## config.mk

```make
export PLATFORM = sky130hd
export DESIGN_NAME = ffha_ram
export DESIGN_NICKNAME = d
export VERILOG_FILES = /design/src/sv/first_fit_heap_allocator_macros.svh /design/src/sv/ffha_ram.sv
export SDC_FILE = /design/constraint.sdc
export NUM_CORES = 1
export LEC_CHECK = 0
export BUFFER_PORTS_ARGS = -buffer_cell sky130_fd_sc_hd__buf_2
export CORE_ASPECT_RATIO = 1.2
export CORE_UTILIZATION = 54
export DETAILED_ROUTE_END_ITERATION = 8
export PLACE_DENSITY = 0.74
export SETUP_SLACK_MARGIN = 0.02
export SLEW_MARGIN = 20
export SYNTH_ARGS = -nofsm -noshare
export SYNTH_HDL_FRONTEND = slang
export SYNTH_SLANG_ARGS = --single-unit
export TNS_END_PERCENT = 50
```

## constraint.sdc

```tcl
create_clock -name aclk -period 1.9 [get_ports aclk]
set_input_delay 0.38 -clock aclk [delete_from_list [all_inputs] [get_ports aclk]]
set_output_delay 0.38 -clock aclk [all_outputs]
set_load 0.02 [all_outputs]
```

## src/sv/first_fit_heap_allocator_macros.svh

```systemverilog
// Assertion helpers shared by the allocator RTL
`ifndef FIRST_FIT_HEAP_ALLOCATOR_MACROS_SVH
`define FIRST_FIT_HEAP_ALLOCATOR_MACROS_SVH

// Implication checked on every clock, off while in reset
`define FFHA_ASSERT_IMPL(label, clk, rstn, ante, cons) \
    label: assert property (@(posedge clk) disable iff (!rstn) (ante) |-> (cons)) \
        else $error("assertion failed");

// Next-cycle implication, off while in reset
`define FFHA_ASSERT_NEXT(label, clk, rstn, ante, cons) \
    label: assert property (@(posedge clk) disable iff (!rstn) (ante) |=> (cons)) \
        else $error("assertion failed");

`endif

```

## src/sv/ffha_ram.sv

```systemverilog
module ffha_ram #(
    parameter int WIDTH = 8,
    parameter int DEPTH = 16
) (
    input  logic                     aclk,
    input  logic                     we,
    input  logic [$clog2(DEPTH)-1:0] waddr,
    input  logic [WIDTH-1:0]         wdata,
    input  logic [$clog2(DEPTH)-1:0] raddr,
    output logic [WIDTH-1:0]         rdata
);

    logic [WIDTH-1:0] mem [DEPTH];

    // one write port, one registered read port
    always_ff @(posedge aclk) begin
        if (we) begin
            mem[waddr] <= wdata;
        end
        rdata <= mem[raddr];
    end

endmodule
```

==> results of run 1 <==
-- how the worst max path moves through the flow --
stage,to,cells past startpoint
6_report,rdata[1],1
5_1_grt,rdata[1],1
4_1_cts,rdata[1],1
3_5_place_dp,rdata[5],5
3_3_place_gp,rdata[2],5
2_1_floorplan,mem[0][0],2
-- stage by stage --
step / power (mW) / worst slack [ns] / hold slack (ns) / instance area [sq um]
floorplan: 3.63 / 0.0271 / 0.479 / 5150
global placement: 3.76 / 0.110 / 0.649 / 5520
detailed placement: 3.77 / 0.0826 / 0.655 / 5520
CTS: 6.93 / 0.425 / 0.227 / 6110
global route: 7.09 / 0.432 / 0.242 / 6110
finish: 6.88 / 0.465 / 0.245 / 6110
-- power groups by stage --
| stage | clock network, mW | logic (mW) | registers, mW |
|---|---|---|---|
| floorplan | 0 | 0.170 | 3.46 |
| global placement | 0 | 0.324 | 3.43 |
| detailed placement | 0 | 0.331 | 3.44 |
| CTS | 3.22 | 0.334 | 3.38 |
| global route | 3.35 | 0.358 | 3.38 |
| finish | 3.17 | 0.328 | 3.38 |
-- Yosys cell counts, types with 2 or more instances --
cell type        count  share of area
edfxtp_1           128           0.75
nor3_1               4         0.0039
nand2_1              9         0.0066
nand3b_1             2         0.0029
buf_2                3         0.0029
a22oi_1             16          0.023
nand2b_1             2         0.0024
buf_6                3         0.0066
clkdlybuf4s25_2      3         0.0058
mux4_1              14          0.071
dfxtp_1              8          0.031
mux4_2              18          0.079
nor2_1              13         0.0095
-- cell type report --
type | count | area (sq um)
multi-input cells | 83 | 1060
repair buffers | 46 | 308
well taps | 120 | 150
clock inverters | 12 | 151
clock buffers | 20 | 435
fillers | 588 | 3020
flip-flops and latches | 136 | 4000
-- flip-flops by register name, summed over array words and instances (netlist names) --
name,flops
rdata,8
mem,128
-- layer usage --
metal | share of wire | global-route usage
met4 | 0.013 | 0.0862
met5 | 0 | 0
met1 | 0.42 | 0.283
met3 | 0.056 | 0.0551
met2 | 0.51 | 0.347
-- kinds of logic (layout without fill, tap and decap cells) --
logic type	count (synthesis)	in the layout
flops	136	136
simple gates	35	35
mux	32	32
compound gates	16	16
buf+inv	10	78
==> results.ini, run 1 <==
[die]
die_w_um = 91.1
dieHeight_um = 109
std_cell_rows = 38
pin_count = 26
initial_utilization = 0.564
core_sq_um = 9130
die_area_sq_um = 9930

[timing]
tightest_slew_ns = 0.561
fin_crit_sh = 0.755
grt_setup_unrepaired = no
setup_viol = 0
fmaxAchievable_ghz = 0.697
slew_viol_final = 0
setup_tns_ns = 0
finalHoldViolations = 0
maxSlewHeadroom = 0.624
period_needed_ns = 1.43
finClkSkew_ns = 0.00896

[grt]
track_usage = 0.214
grt_pass1_vias = 2526
grt_max_degree = 27
grt_pass1_wl_um = 14500
grt_antenna_before_repair = 0
overflow = 0

[min_path]
hold_path_end = mem[12][7]
hold_start = wdata[7]
worstHoldPathType = primary input to flop
min_path_cells = 1

[layout]
drive_gt1_frac = 0.320
area_growth_pct = 18.6
mostFrequentLayoutCells = edfxtp_1, buf_2, buf_4
finalNonFillerCells = 417
final_common_cell = edfxtp_1
nets = 302
final_core_util = 0.669
diodes = 0

[clock_network]
clock-sinks = 136
cts_buffer_depth = 2
cts_hold_buf = 0
root_buffer = clkbuf_8
htreeDepth = 4
cts_resized = 0
clk-insertion-delay-late_ns = 0.52
path_clk_slew_ns = 0.06
postCtsSetupRepairBufs = 0
cts_buffers = 17
cts_tree = yes

[synthesis]
ys_seq_elements = 136
synth_mux_area_frac = 0.150
ys_types = 19
yosys.area_share.adder = 0
synth-compound-area-share = 0.0233
yosysWarnings = 0
syn_area_sq_um = 5150
synth.avg_cell_area_sq_um = 22.5
synth_sequential_area_ratio = 0.778
synth_top_family_by_area = multiplexers
synth-simple-area-share = 0.0318
synth-xor-area-share = 0
synthesis.nets = 247
netlist_instances = 229
synth_enable_flop_cells = 128
ys_async_sr_fraction = 0
synth_ff_type = edfxtp_1

[power]
intPower_mw = 5.52
p_per_area_nw_per_um2 = 1130
clockPowerShare = 0.461
p_leak_nw = 2.09
seqPwrFrac = 0.491
swShare = 0.198
comb_power_share = 0.048
switchingPower_mw = 1.36
ir_drop_mv = 0.637

[setup_path]
critPathMaxFanout = 1
reg2reg_depth = 3
critical_path_class = flop to output port
critPathRequiredTime_ns = 1.52
worst_setup_path_start_kind = flop
timing.rr.start = mem[1][5]
reg2reg_to = rdata[5]
critPathArrivalTime_ns = 1.05
critPathMaxStageDelay_ns = 0.36
reg2reg_setup_slack_ns = 0.52
crit_family = flip-flops
crit_chain = buf_2
critPathBufInv = 1
end_kind = output port
cp_slowest_cell = dfxtp_1
startpoint = rdata[1]

[run_status]
status = finished clean

[routing]
ant_nets = 0
first_pass_iters = 5
wl_um = 9330
drt-initial-drc-count = 277
drc = 0
vias_per_cell = 5.88
num_vias = 2453
wl_per_cell_um = 22.4

[placement]
port_buffers = 25
place_inst = 385
hpwl_um = 6010
gp_congestion = 0.777

[flow_run]
cap_violations = 0

Power figures use the tool's default switching activity.
==> run 2, diff against run 1 <==
- clock period: 1.9 -> 1.3 ns (I/O delays scaled with it)
==> run 2 against run 1 <==
  * Final cell count is 2.6% higher
  * Core utilization is 2.2 points higher
  * Clock-buffer cell count stayed put
  * Sequential power is 46% higher
  * Routed wire length is 4.8% higher
  * Cell area is 3.3% higher
  * Register-to-register slack worse by 0.48 ns
  * Flip-flop and latch count stayed put
  * Non-clock buffer count is 11 higher
  * Global-route usage is 0.97 points higher
  * First-iteration DRC count is 39% lower
  * Hold slack worse by 0.13 ns
==> results.ini, run 2 (synthesis results as in run 1) <==
[timing]
tightest_slew_ns = 0.922
period_needed_ns = 1.26
fmaxAchievable_ghz = 0.795
fin_crit_sh = 0.967
finalHoldViolations = 0
finClkSkew_ns = 0.00546
setup_viol = 0
slew_viol_final = 0
maxSlewHeadroom = 0.383
grt_setup_unrepaired = yes

[layout]
fillCellCount = 595
drive_gt1_frac = 0.435
nets = 313
finalNonFillerCells = 428
top_regs = mem x128, rdata x8
diodes = 0
mostFrequentLayoutCells = edfxtp_1, mux4_2, buf_4
regMostFlops = mem
fin_area_sq_um = 6310
final_common_cell = edfxtp_1
area_growth_pct = 22.6
largest_register_ffs = 128

[die]
dieHeight_um = 109
die_area_sq_um = 9930
die_w_um = 91.1
initial_utilization = 0.564
std_cell_rows = 38
pin_count = 26
core_sq_um = 9130

[placement]
hpwl_um = 6060
placed_area_sq_um = 5710
port_buffers = 25
gp_congestion = 0.728
place_inst = 396

[setup_path]
timing.rr.start = mem[3][5]
critPathRequiredTime_ns = 1.71
critPathMaxFanout = 1
end_kind = flop
startpoint = mem[3][5]
critPathArrivalTime_ns = 1.67
critical_path_class = flop to flop
worst_setup_path_start_kind = flop

[clock_network]
htreeDepth = 4
clk-insertion-delay-late_ns = 0.53
root_buffer = clkbuf_8
cts_buffer_depth = 2
path_clk_slew_ns = 0.06
cts_tree = yes
cts_buffers = 17
clock-sinks = 136

[power]
p_per_area_nw_per_um2 = 1600
p_leak_nw = 2.12
ir_drop_mv = 1.10

[routing]
wl_um = 9780
drt-initial-drc-count = 170
drc = 0
first_pass_iters = 4
ant_nets = 0
num_vias = 2487
wl_per_cell_um = 22.8
vias_per_cell = 5.81

[grt]
grt_max_degree = 22
grtUsageMet1 = 0.271
busiest_layer = met2
grt_antenna_before_repair = 0
overflow = 0
grt_pass1_vias = 2672
track_usage = 0.224
grt.met3_usage = 0.0683
grt_pass1_wl_um = 14900
gr-usage-met2 = 0.379

[run_status]
status = finished clean

[flow_run]
cap_violations = 0

[min_path]
worstHoldPathType = primary input to flop
hold_start = wdata[4]

## run 2: changes by cell type in the layout (fill, tap and decap cells not counted), moves of 4 or more
cell        previous run  this run
mux4_1                14         1
mux4_2                18        31
a22oi_1               16         5
a22oi_2                0        11
buf_4                 19        29
buf_2                 25        17
buf_12                 2         7
buf_6                  0         4
clkinv_1               0         4
clkinvlp_4             5         1
dfxtp_1                8         4
dfxtp_2                0         4
## run 2: timing repair
item	CTS	global route
cloned	0	0
pin swaps	6	2
buffers inserted	0	0
gates resized for setup	22	18
hold buffers	0	0
endpoints found under the setup margin	11	12
## run 2: layer usage
metal	up-vias	wire length, um
met1	1314	3860
met4	0	135
li1	1092	-
met2	70	5220
met3	11	560
met5	-	0
## run 2: layout make-up
| type | count | area, sq um | area share |
|---|---|---|---|
| flip-flops and latches | 136 | 4010 | 0.635 |
| multi-input cells | 83 | 1100 | 0.175 |
| repair buffers | 57 | 488 | 0.0773 |
| clock buffers | 20 | 425 | 0.0674 |
| well taps | 120 | 150 | 0.0238 |
| clock inverters | 12 | 133 | 0.0210 |
## run 2: where the power goes
| part | internal [mW] | total (mW) | leakage [nW] | switching, mW |
|---|---|---|---|---|
| clock | 2.88 | 4.54 | 0.272 | 1.67 |
| sequential | 4.91 | 4.94 | 1.22 | 0.0347 |
| combinational | 0.277 | 0.589 | 0.627 | 0.312 |
## run 2: worst max-delay path, cell delays in order, from the launching register on
cell and delay, ns:
edfxtp_1 0.36, mux4_2 0.49, a22oi_2 0.22, nand2_1 0.07
## run 2: path summary, 6_finish.rpt
kind | to | slack (ns) | depth (start not counted)
hold / removal | mem[0][4] | 0.12 | 1
hold reg to reg | rdata[2] | 0.66 | 3
setup reg to reg | rdata[5] | 0.04 | 3
setup / recovery | rdata[5] | 0.04 | 3
## run 2: metrics by stage
step	total power [mW]	worst slack, ns	hold WS [ns]	setup TNS [ns]	utilization
final	10.1	0.0429	0.119	0	0.691
after global routing	10.4	-0.0177	0.108	-0.0279	0.691
after CTS	10.1	0.0142	0.0921	0	0.692
after detailed placement	5.56	-0.414	0.658	-11.58	0.625
after global placement	5.54	-0.409	0.646	-9.75	0.625
after floorplan	5.31	-0.152	0.359	-3.30	-
